$ cat config.mk
export PLATFORM = sky130hd
export DESIGN_NAME = next_fit_register_allocator_flat
export DESIGN_NICKNAME = d
export VERILOG_FILES = /design/src/hw/rtl/nfra_pkg.sv /design/src/hw/rtl/nfra_req_if.sv /design/src/hw/rtl/nfra_rsp_if.sv /design/src/hw/rtl/nfra_ctrl.sv /design/src/hw/rtl/nfra_datapath.sv /design/src/hw/rtl/next_fit_register_allocator.sv /design/src/flat_wrapper.sv
export SDC_FILE = /design/constraint.sdc
export NUM_CORES = 1
export LEC_CHECK = 0
export BUFFER_PORTS_ARGS = -buffer_cell sky130_fd_sc_hd__buf_2
export CORE_MARGIN = 2
export CORE_UTILIZATION = 30
export CTS_BUF_LIST = sky130_fd_sc_hd__clkbuf_16
export DETAILED_ROUTE_END_ITERATION = 12
export PLACE_DENSITY = 0.41
export SLEW_MARGIN = 20
export SYNTH_ARGS = -nofsm -noshare
export SYNTH_HDL_FRONTEND = slang
export SYNTH_SLANG_ARGS = --single-unit
$ cat constraint.sdc
create_clock -name clk -period 5.05 [get_ports clk]
set_input_delay 0.505 -clock clk [delete_from_list [all_inputs] [get_ports clk]]
set_output_delay 0.505 -clock clk [all_outputs]
set_load 0.01 [all_outputs]
$ cat src/hw/rtl/nfra_pkg.sv
// Shared types, constants and a helper function for the next-fit register allocator.
// Used by the controller, the datapath and the top level.
package nfra_pkg;

  localparam int IDX_W = 5;
  localparam int NUM_SLOTS = 1 << IDX_W;
  localparam int CNT_W = 5;
  localparam int STATUS_W = 2;

  typedef logic [IDX_W-1:0] idx_t;
  typedef logic [CNT_W-1:0] cnt_t;
  typedef logic [NUM_SLOTS-1:0] slot_map_t;

  typedef enum logic [0:0] {
    KIND_ALLOC = 1'b0,
    KIND_FREE  = 1'b1
  } kind_t;

  typedef enum logic [STATUS_W-1:0] {
    ST_OK        = 2'd0,
    ST_NONE_FREE = 2'd1,
    ST_RANGE     = 2'd2,
    ST_NOT_ALLOC = 2'd3
  } status_t;

  typedef enum logic [0:0] {
    S_IDLE = 1'b0,
    S_EXEC = 1'b1
  } state_t;

  typedef struct packed {
    logic capture;
    logic execute;
  } cmd_t;

  function automatic slot_map_t window_mask(int first, int last, int nregs);
    slot_map_t m;
    m = '0;
    for (int r = 0; r < NUM_SLOTS; r++) begin
      if (r >= first && r <= last && r < nregs) begin
        m[r] = 1'b1;
      end
    end
    return m;
  endfunction

endpackage

$ cat src/hw/rtl/nfra_req_if.sv
// Request channel of the allocator: valid/ready handshake with kind and index.
// Depends on nothing but the language.
interface nfra_req_if;
  logic       valid;
  logic       ready;
  logic       kind;
  logic [4:0] reg_index;

  modport source (output valid, output kind, output reg_index, input ready);
  modport sink (input valid, input kind, input reg_index, output ready);
endinterface

$ cat src/hw/rtl/nfra_rsp_if.sv
// Result channel of the allocator: valid/ready handshake with status, index and count.
// Depends on nothing but the language.
interface nfra_rsp_if;
  logic       valid;
  logic       ready;
  logic [1:0] status;
  logic [4:0] granted_index;
  logic [4:0] free_count;

  modport source (output valid, output status, output granted_index, output free_count,
                  input ready);
  modport sink (input valid, input status, input granted_index, input free_count,
                output ready);
endinterface

$ cat src/hw/rtl/nfra_ctrl.sv
// Controller state machine of the allocator: sequences capture and execution.
// Depends on nfra_pkg for the state and command types.
module nfra_ctrl (
  input  logic          clk,
  input  logic          rst,
  input  logic          req_valid,
  output logic          req_ready,
  output logic          rsp_valid,
  input  logic          rsp_ready,
  output nfra_pkg::cmd_t cmd
);
  import nfra_pkg::*;

  state_t state;
  state_t state_next;
  logic   out_valid;
  logic   out_valid_next;

  always_comb begin
    state_next = state;
    case (state)
      S_IDLE: begin
        if (req_valid) begin
          state_next = S_EXEC;
        end
      end
      S_EXEC: begin
        if (!out_valid || rsp_ready) begin
          state_next = S_IDLE;
        end
      end
      default: begin
        state_next = S_IDLE;
      end
    endcase
  end

  always_comb begin
    req_ready   = 1'b0;
    cmd.capture = 1'b0;
    cmd.execute = 1'b0;
    case (state)
      S_IDLE: begin
        req_ready   = 1'b1;
        cmd.capture = req_valid;
      end
      S_EXEC: begin
        cmd.execute = !out_valid || rsp_ready;
      end
      default: begin
        req_ready = 1'b0;
      end
    endcase
  end

  always_comb begin
    out_valid_next = out_valid;
    if (cmd.execute) begin
      out_valid_next = 1'b1;
    end else if (rsp_ready) begin
      out_valid_next = 1'b0;
    end
  end

  always_ff @(posedge clk) begin
    if (rst) begin
      state     <= S_IDLE;
      out_valid <= 1'b0;
    end else begin
      state     <= state_next;
      out_valid <= out_valid_next;
    end
  end

  assign rsp_valid = out_valid;

endmodule

$ cat src/hw/rtl/nfra_datapath.sv
// Datapath of the allocator: free bitmap, search pointer, free count and result register.
// Depends on nfra_pkg for types, status codes and the window mask function.
module nfra_datapath #(
  parameter int FIRST_ALLOC = 8,
  parameter int LAST_ALLOC  = 25,
  parameter int NUM_REGS    = 32
) (
  input  logic              clk,
  input  logic              rst,
  input  nfra_pkg::cmd_t    cmd,
  input  logic              kind,
  input  nfra_pkg::idx_t    reg_index,
  output nfra_pkg::status_t status,
  output nfra_pkg::idx_t    granted_index,
  output nfra_pkg::cnt_t    free_count
);
  import nfra_pkg::*;

  localparam slot_map_t WIN_MASK = window_mask(FIRST_ALLOC, LAST_ALLOC, NUM_REGS);
  localparam idx_t FIRST_IDX = IDX_W'(FIRST_ALLOC);
  localparam cnt_t RESET_TOTAL = CNT_W'(LAST_ALLOC - FIRST_ALLOC + 1);

  logic      req_kind;
  idx_t      req_idx;
  slot_map_t free_map;
  idx_t      search_start;
  cnt_t      free_total;

  idx_t      start;
  slot_map_t upper;
  slot_map_t pick;
  slot_map_t lowest;
  idx_t      found_idx;
  logic      found;
  logic      idx_in_window;
  logic      idx_is_free;
  status_t   step_status;
  idx_t      step_grant;
  slot_map_t free_map_next;
  idx_t      search_start_next;
  cnt_t      free_total_next;

  always_ff @(posedge clk) begin
    if (cmd.capture) begin
      req_kind <= kind;
      req_idx  <= reg_index;
    end
  end

  always_comb begin
    start     = WIN_MASK[search_start] ? search_start : FIRST_IDX;
    upper     = free_map & ({NUM_SLOTS{1'b1}} << start);
    pick      = (upper != '0) ? upper : free_map;
    lowest    = pick & (~pick + slot_map_t'(1));
    found     = free_map != '0;
    found_idx = '0;
    for (int i = 0; i < NUM_SLOTS; i++) begin
      if (lowest[i]) begin
        found_idx = found_idx | IDX_W'(i);
      end
    end
  end

  always_comb begin
    idx_in_window     = WIN_MASK[req_idx];
    idx_is_free       = free_map[req_idx];
    step_status       = ST_OK;
    step_grant        = '0;
    free_map_next     = free_map;
    search_start_next = search_start;
    free_total_next   = free_total;
    if (req_kind == KIND_ALLOC) begin
      if (found) begin
        free_map_next[found_idx] = 1'b0;
        search_start_next        = found_idx;
        free_total_next          = free_total - cnt_t'(1);
        step_grant               = found_idx;
      end else begin
        step_status = ST_NONE_FREE;
      end
    end else begin
      if (!idx_in_window) begin
        step_status = ST_RANGE;
      end else if (idx_is_free) begin
        step_status = ST_NOT_ALLOC;
      end else begin
        free_map_next[req_idx] = 1'b1;
        free_total_next        = free_total + cnt_t'(1);
      end
    end
  end

  always_ff @(posedge clk) begin
    if (rst) begin
      free_map     <= WIN_MASK;
      search_start <= FIRST_IDX;
      free_total   <= RESET_TOTAL;
    end else if (cmd.execute) begin
      free_map     <= free_map_next;
      search_start <= search_start_next;
      free_total   <= free_total_next;
    end
  end

  always_ff @(posedge clk) begin
    if (cmd.execute) begin
      status        <= step_status;
      granted_index <= step_grant;
      free_count    <= free_total_next;
    end
  end

endmodule

$ cat src/hw/rtl/next_fit_register_allocator.sv
// Next-fit register allocator for a window of register indices.
// Requests arrive on the req channel (kind, reg_index); each gives one transfer on the
// rsp channel carrying status, granted_index and free_count. Both channels transfer
// when valid and ready are high at a rising edge of clk.
// An allocate request searches the free bitmap from the next-fit pointer with
// wrap-around and grants the first free index; a free request returns an index
// after checking that it lies in the window and is currently allocated.
// Each request passes through the controller states S_IDLE, which captures it, and
// S_EXEC, in which the datapath runs the rotating priority search over the bitmap, updates its state
// and loads the result register. The result is valid the cycle after that, and
// a new request is taken only once the controller has returned to S_IDLE.
// While a result waits for the receiver, the next request is still captured,
// but its execution holds until the result register has been taken.
// A synchronous reset on rst marks every window index free, sets the pointer to
// the first allocatable index and the free count to the window size; no clearing
// pass is needed.
// Depends on nfra_pkg, nfra_req_if, nfra_rsp_if, nfra_ctrl and nfra_datapath.
module next_fit_register_allocator #(
  parameter int FIRST_ALLOC = 8,
  parameter int LAST_ALLOC  = 25,
  parameter int NUM_REGS    = 32
) (
  input logic clk,
  input logic rst,
  nfra_req_if.sink   req,
  nfra_rsp_if.source rsp
);
  import nfra_pkg::*;

  cmd_t    cmd;
  status_t dp_status;
  idx_t    dp_grant;
  cnt_t    dp_count;

  nfra_ctrl u_ctrl (
    .clk       (clk),
    .rst       (rst),
    .req_valid (req.valid),
    .req_ready (req.ready),
    .rsp_valid (rsp.valid),
    .rsp_ready (rsp.ready),
    .cmd       (cmd)
  );

  nfra_datapath #(
    .FIRST_ALLOC (FIRST_ALLOC),
    .LAST_ALLOC  (LAST_ALLOC),
    .NUM_REGS    (NUM_REGS)
  ) u_datapath (
    .clk           (clk),
    .rst           (rst),
    .cmd           (cmd),
    .kind          (req.kind),
    .reg_index     (req.reg_index),
    .status        (dp_status),
    .granted_index (dp_grant),
    .free_count    (dp_count)
  );

  assign rsp.status        = dp_status;
  assign rsp.granted_index = dp_grant;
  assign rsp.free_count    = dp_count;

  a_exec_gives_result: assert property (@(posedge clk) disable iff (rst)
    cmd.execute |=> rsp.valid)
    else $error("Executed request did not produce a result.");

  a_no_grant_on_error: assert property (@(posedge clk) disable iff (rst)
    rsp.valid && rsp.status != ST_OK |-> rsp.granted_index == '0)
    else $error("Index granted on a failed request.");

  a_empty_count: assert property (@(posedge clk) disable iff (rst)
    rsp.valid && rsp.status == ST_NONE_FREE |-> rsp.free_count == '0)
    else $error("Exhaustion reported with a nonzero free count.");

  a_capture_only_idle: assert property (@(posedge clk) disable iff (rst)
    cmd.capture |=> !req.ready && !cmd.capture)
    else $error("Request captured while the previous one was still executing.");

endmodule
$ cat src/flat_wrapper.sv
// flat-port wrapper written by rule: the top's interface ports become plain ports
module next_fit_register_allocator_flat import nfra_pkg::*;
#(
  parameter int FIRST_ALLOC = 8,
  parameter int LAST_ALLOC  = 25,
  parameter int NUM_REGS    = 32
)
  (clk, rst, req_valid, req_kind, req_reg_index, req_ready, rsp_valid, rsp_status, rsp_granted_index, rsp_free_count, rsp_ready);
  nfra_req_if req_i ();
  nfra_rsp_if rsp_i ();
  input logic clk;
  input logic rst;
  input wire logic [$bits(req_i.valid)-1:0] req_valid;
  input wire logic [$bits(req_i.kind)-1:0] req_kind;
  input wire logic [$bits(req_i.reg_index)-1:0] req_reg_index;
  output wire logic [$bits(req_i.ready)-1:0] req_ready;
  output wire logic [$bits(rsp_i.valid)-1:0] rsp_valid;
  output wire logic [$bits(rsp_i.status)-1:0] rsp_status;
  output wire logic [$bits(rsp_i.granted_index)-1:0] rsp_granted_index;
  output wire logic [$bits(rsp_i.free_count)-1:0] rsp_free_count;
  input wire logic [$bits(rsp_i.ready)-1:0] rsp_ready;
  assign req_i.valid = req_valid;
  assign req_i.kind = req_kind;
  assign req_i.reg_index = req_reg_index;
  assign req_ready = req_i.ready;
  assign rsp_valid = rsp_i.valid;
  assign rsp_status = rsp_i.status;
  assign rsp_granted_index = rsp_i.granted_index;
  assign rsp_free_count = rsp_i.free_count;
  assign rsp_i.ready = rsp_ready;
  next_fit_register_allocator #(.FIRST_ALLOC(FIRST_ALLOC), .LAST_ALLOC(LAST_ALLOC), .NUM_REGS(NUM_REGS)) u_core (.clk(clk), .rst(rst), .req(req_i), .rsp(rsp_i));
endmodule
# Word-level counts from Yosys, hierarchy flattened
# Memory sizes are Yosys's and may differ from the RTL's. A register that Yosys moved wholly into a read port is not among the register bits.
# Cells that the tools add are included.
[word_totals]
reg_bits = 62
rom_bits = 64
mem_count = 2
wordCells = 133
[op_classes]
eq_ne = 3
muxes = 90
shifts = 1
n_addsub = 3
n_bitwise = 7
n_lt_le_gt_ge = 5
n_reduce_logical = 12
[memory_table]
columns = ["name", "depth", "word_bits", "rd", "rd_ports_with_merged_regs", "wr", "line_no", "rtl"]
rows = [
  ["(name not given)", 32, 1, 1, 1, 0, "nfra_datapath.sv:65", "idx_in_window = WIN_MASK[req_idx];"],
  ["(name not given)", 32, 1, 1, 1, 0, "nfra_datapath.sv:51", "start = WIN_MASK[search_start] ? search_start : FIRST_IDX;"],
]
[op_table]
columns = ["op", "n"]
rows = [
  ["2-to-1 mux 32 bit", 11],
  ["2-to-1 mux 5 bit", 37],
  ["AND 32 bit", 3],
  ["inverter 32 bit", 2],
  ["nonzero test 32 bit", 2],
  ["adder 32 x 1 -> 32 bit, second input constant", 1],
  ["2-to-1 mux 4 bit", 8],
  ["bitwise OR 32 bit", 1],
  ["<< shifter 32 x 5 -> 32 bit, first input constant", 1],
  ["< comparator 5 x 6 -> 1 bit, second input constant", 3],
  ["2-to-1 mux 2 bit", 9],
  ["2-to-1 mux 1 bit", 17],
  ["2-to-1 mux 3 bit", 4],
  ["demux 1 bit (select 5 bit)", 2],
  [">= comparator 5 x 1 -> 1 bit, second input constant", 2],
  ["nonzero test 2 bit", 3],
  ["adder 5 x 1 -> 5 bit, second input constant", 1],
  ["binary-select mux 1 bit (select 5 bit)", 1],
  ["subtractor 5 x 1 -> 5 bit, second input constant", 1],
  ["AND reduction 4 bit", 1],
  ["!= test 3 x 2 -> 1 bit, second input constant", 1],
  ["!= test 3 bit, second input constant", 1],
  ["AND reduction 3 bit", 1],
  ["nonzero test 3 bit", 1],
  ["6 further kinds", 7],
]

# Logic depth before layout (Yosys ltp)
[logic_depth]
word_depth = 52
ltp_mapped = 17

# By module
# Synthesis repeated with hierarchy kept, for this count alone.
[hier_totals]
cells_unflattened = 646
area_unflattened_um2 = 5303.8
[by_module_without_submodules]
columns = ["module", "cells_per_inst", "area_each_um2", "n_inst"]
rows = [
  ["nfra_datapath", 636, 5208.7, 1],
  ["nfra_ctrl", 10, 95.1, 1],
]

# Least setup slack after synthesis
# Ideal clock, no wire load.
[synth_path]
path_kind = "register to register"
start = "register with a tool-made name"
end = "register u_core.u_datapath.free_map[1]"
t_required_ns = 4.912
path_stages_with_launch = 17
n_path_buf = 4
synth_period_minus_slack_ns = 3.550
setup_ns = 0.138
setup_slack_ns = 1.500
arrival_ns = 3.412
path_cell_list = "dfxtp_1 -> buf_6 -> nor3b_2 -> buf_6 -> a32oi_1 -> nand4b_1 -> or4b_4 -> buf_6 -> or4_4 -> o211ai_2 -> a32oi_1 -> o22ai_1 -> nand3_1 -> and4_1 -> buf_6 -> nor4_4 -> a211oi_1"
[synth_rtl]
columns = ["element", "line_no", "rtl"]
rows = [
  ["to (signal assigned)", "nfra_datapath.sv:99", "free_map <= free_map_next;"],
  ["to (decl)", "nfra_datapath.sv:25", "slot_map_t free_map;"],
]

# Worst setup path after layout
[layout_path]
start = "register u_core.u_datapath.search_start[3]"
end = "register u_core.u_datapath.free_map[1]"
[layout_via]
elab_chain_len = 50
[layout_rtl]
columns = ["element", "line_no", "rtl"]
rows = [
  ["from (decl)", "nfra_datapath.sv:26", "idx_t search_start;"],
  ["from (signal assigned)", "nfra_datapath.sv:100", "search_start <= search_start_next;"],
  ["2-to-1 mux 5 bit (*)", "nfra_datapath.sv:51", ""],
  ["<< shifter 32 x 5 -> 32 bit (*)", "nfra_datapath.sv:52", "upper = free_map & ({NUM_SLOTS{1'b1}} << start);"],
  ["AND 32 bit (*)", "nfra_datapath.sv:52", ""],
  ["nonzero test 32 bit", "nfra_datapath.sv:53", "pick = (upper != '0) ? upper : free_map;"],
  ["2-to-1 mux 32 bit (*)", "nfra_datapath.sv:53", ""],
  ["inverter 32 bit", "nfra_datapath.sv:54", "lowest = pick & (~pick + slot_map_t'(1));"],
  ["adder 32 x 1 -> 32 bit", "nfra_datapath.sv:54", ""],
  ["AND 32 bit (*)", "nfra_datapath.sv:54", ""],
  ["(+33 left out)", "n/a", ""],
  ["2-to-1 mux 1 bit (implied by the code)", "nfra_datapath.sv:74", "free_map_next[found_idx] = 1'b0;"],
  ["demux 1 bit (select 5 bit) (*)", "nfra_datapath.sv:74", ""],
  ["inverter 32 bit (no source line) (*)", "n/a", ""],
  ["AND 32 bit (no source line) (*)", "n/a", ""],
  ["2-to-1 mux 32 bit (*)", "nfra_datapath.sv:73", "if (found) begin"],
  ["2-to-1 mux 32 bit (*) (2 in a row)", "nfra_datapath.sv:72", "if (req_kind == KIND_ALLOC) begin"],
  ["2-to-1 mux 32 bit (*)", "nfra_datapath.sv:98", "end else if (cmd.execute) begin"],
  ["2-to-1 mux 32 bit (*)", "nfra_datapath.sv:94", "if (rst) begin"],
]
# Every way passes the cells marked *; elsewhere a longest branch is shown, timed or not. The select of a mux whose other input is x is not followed.
# A chain may end at the register's enable or synchronous reset.

==> results.md <==
- The category of the most critical setup path is flip-flop to flip-flop.
- The I/O pin count is 24.
- The run finished with clean final reports.
- The latest clock arrival within the worst-skew pair is 0.34 ns.
- The synthesized design contains 18 enable-type register cells.
- The number of DRC violations after detailed routing is 0.
- The slowest stage of the critical path belongs to the cell dfxtp_1.
- The final setup skew is 0.00886 ns.
- The startpoint type of the worst setup path is a flip-flop.
- The die width is 133 um.
- The cell area that synthesis handed to floorplanning was 0.00499 mm2.
- At the end of the flow the core is filled with cells to 35.0%.
- By area the synthesized netlist is led by dfxtp_1 (18%), edfxtp_1 (11%), a21oi_1 (5.2%).
- Static timing analysis puts the maximum clock frequency at 211 MHz.
- The floorplan core area is 0.0164 mm2.
- The clock edge transition at the registers on the reported setup and hold paths is 0.06 ns.
- The count of nets left with antenna violations once routing finished came out at 0.
- The number of gates resized after CTS was 0.
- For the worst setup path, the data required time is 5.24 ns.
- Using the TritonRoute via totals, the vias-per-cell ratio works out to 6.27.
- Hold timing on the final database bottoms out at a slack of 0.336 ns.
- The tool flagged a number of max-cap violations equal to 0.
- Counting every net in the synthesized netlist gives 622.
- The longest clock path from root to sink contains 2 buffers.
- Walking the worst path, the cells encountered are buf_4 -> and3_1 -> a21oi_1 -> a211oi_1 -> or4b_4 -> nor3_2 -> buf_12 -> o21a_1 -> o22ai_1 -> a221oi_1 -> buf_4 -> nand4_1 -> nor4_4 -> buf_4 -> a211oi_1.
- The post-synthesis cell count is 610.
- The cell accounting for the most synthesized area is dfxtp_1.
- Input and output buffers added on the ports amount to 23.
- The number of global-route vias before repair is 5173.
- The number of DRC markers after the initial detailed-route iteration is 574.
- The number of hold-slack violations in the final timing report was 0.
- The number of antenna violations at the first check in global routing is 1.
- The detail-routed net length per standard cell is 22.9 um.
- At the pin with the least slew margin, the transition time is 0.932 ns.
- The number of vias in the routed layout is 5410.
- The placer's final routability congestion estimate is 1.03.
- At the end of the flow, the number of nets in the layout was 650.
- The final count of pins violating max slew is 0.
- The count of endpoints failing setup in the final report is 0.
- The number of placement rows is 47.
- During synthesis, Yosys emitted a total of 0 warnings.
- The largest stage delay on the critical path is 0.62 ns.
- The setup total negative slack is 0 ns.
- The analysis attributes to cell leakage a power of 1.93 nW.
- Clock tree synthesis inserted a total of 9 buffers.
- For this run, the total global-route usage over all layers was measured as 22.6%.
- The clock sink total is 64.
- Entering global routing, the biggest net connects 47 pins.
- The worst slew margin relative to its limit is 37.4%.
- The post-detailed-routing wire length is 19.8 mm.
- After synthesis, the netlist uses 81 different library cells.
- The post-route netlist has 16.6% of its cells at a drive strength greater than 1.
- The final worst-path cycle share is 93.7%.
- The sort of element at the end of the critical path is a flip-flop.
- The most frequent cell on the critical path is buf_4.
- The flip-flop and latch count after synthesis is 64.
- Global routing finished with a remaining overflow of 0.
- The setup fix buffers added after clock tree synthesis is 0.
- The leading cell type by number of instances after synthesis is nor2_1.
- By count the netlist is led by nor2_1 (53), a21oi_1 (52), dfxtp_1 (46), nand2_1 (41), o21ai_0 (32).
- Setup repair after global routing left no endpoint under its margin.
- The prevailing post-synth register cell is dfxtp_1.
- A synthesized cell averages 8.18 um2.
- The async set-or-reset flop fraction in the synthesized netlist is 0%.
- The peak supply drop is 136 uV.
- The HPWL after detailed placement is 15.0 mm.
- The highest fanout seen on the critical path is 16.
- The path type of the worst min-delay path is input port to flip-flop.
- The TritonCTS clock tree is done.
- The H-tree was split into 3 levels.
- The number of detailed-route iterations in the first pass is 7.
- The worst path needs 4.73 ns of the cycle, external delays included.
- The root buffer cell is clkbuf_16.
- The number of hold buffers added after cts is 0.
- The initial utilization of the core area, before any placement, comes to 30.4%.
- The wire length of the first global-routing pass is 30.6 mm.
- The share of the synthesized area in the top cell type is 18.5%.
- Sequential elements use 29.3% of the synthesized area.
- The floorplan step set the die height to 133 um.
- The total power divided by cell area is 269 mW/mm2.
- The floorplan step defined a die boundary enclosing 0.0177 mm2.
- The area growth from synthesis to layout is 15.0%.
- For the worst setup path, the data arrival time is 4.93 ns.
- The diode insertion count for antenna repair is 0.
-- per-stage QoR --
| step | setup slack [ns] | cells | cell area (um2) | power, W |
|---|---|---|---|---|
| CTS | 0.330 | 863 | 5730 | 0.00154 |
| finish | 0.317 | 863 | 5740 | 0.00154 |
| global placement | 0.226 | 847 | 5420 | 0.000876 |
| detailed placement | 0.325 | 847 | 5420 | 0.000873 |
| global route | 0.0232 | 863 | 5740 | 0.00160 |
| floorplan | 1.50 | 610 | 4990 | 0.000782 |
-- worst max-delay path: cells and delay by family (launching register included) --
kind | cells | cell delay (ns)
flip-flops | 1 | 0.62
buffers and inverters | 4 | 0.88
AND/OR/NAND/NOR | 5 | 1.80
AO/OA/AOI/OAI | 6 | 1.28
-- cell usage in the layout, fill, tap and decap left out, drive strengths merged, types with 8 or more instances in the layout --
cell type  synthesis  final
o22ai              8      8
nor3              26     26
and2              11     11
o211ai             9      9
a211oi            27     27
dfxtp             46     46
mux4               8      8
nor4              11     11
o31ai              9      9
a21oi             52     52
a41oi              8      8
o21ai             36     36
nand3             18     18
o21a              10     10
a31oi             17     17
nand2             41     41
nor2              53     53
inv               17     18
edfxtp            18     18
nand2b            10     10
clkbuf            20     10
buf               20     57
nor2b             16     16
-- routing by layer --
metal / share of wire, % / global-route usage [%] / up-vias / wire, um
met5: 0 / 0 / - / 0
met4: 5.1 / 12.1 / 0 / 1010
met3: 8.1 / 3.52 / 75 / 1610
met2: 44 / 35.1 / 328 / 8730
met1: 43 / 30.3 / 2560 / 8410
li1: - / - / 2447 / -
-- power by group --
part           internal (W)  switching [W]
sequential         0.000555      0.0000360
combinational      0.000100       0.000177
clock              0.000413       0.000261
-- kinds of logic after synthesis --
logic type,Yosys count,synth area share (%)
buf+inv,58,5.99
flops,64,29.3
compound gates,236,33.4
fa+ha+maj,2,0.501
simple gates,235,25.9
xor+xnor,5,0.877
mux,10,4.01
-- final timing paths --
check	startpoint	to	slack [ns]	cells after the start
min	req_kind	u_core.u_datapath.req_kind	0.34	1
max	u_core.u_datapath.search_start[3]	u_core.u_datapath.free_map[1]	0.32	15
max reg2reg	u_core.u_datapath.search_start[3]	u_core.u_datapath.free_map[1]	0.32	15
min reg2reg	u_core.u_datapath.free_total[4]	u_core.u_datapath.free_total[4]	0.49	2
-- registers in the layout, indices dropped and copies added, names as in the netlist, named ones only --
signal and count:
u_core.u_datapath.free_count 5, u_core.u_datapath.req_kind 1, u_core.u_datapath.granted_index 5, u_core.u_datapath.status 2, u_core.u_ctrl.state 1, u_core.u_datapath.idx_in_window 1
u_core.u_datapath.free_total 5, u_core.u_datapath.req_idx 5, u_core.u_datapath.free_map 32, u_core.u_ctrl.rsp_valid 1, u_core.u_datapath.search_start 5
-- area by class of cell --
| cell class | count | area [um2] |
|---|---|---|
| Clock buffer | 10 | 250 |
| Clock inverter | 6 | 65.1 |
| Fill cell | 1709 | 10700 |
| Inverter | 18 | 67.6 |
| Multi-Input combinational cell | 488 | 3240 |
| Sequential cell | 64 | 1460 |
| Tap cell | 220 | 275 |
| Timing Repair Buffer | 57 | 383 |
Power figures use the tool's default switching activity.
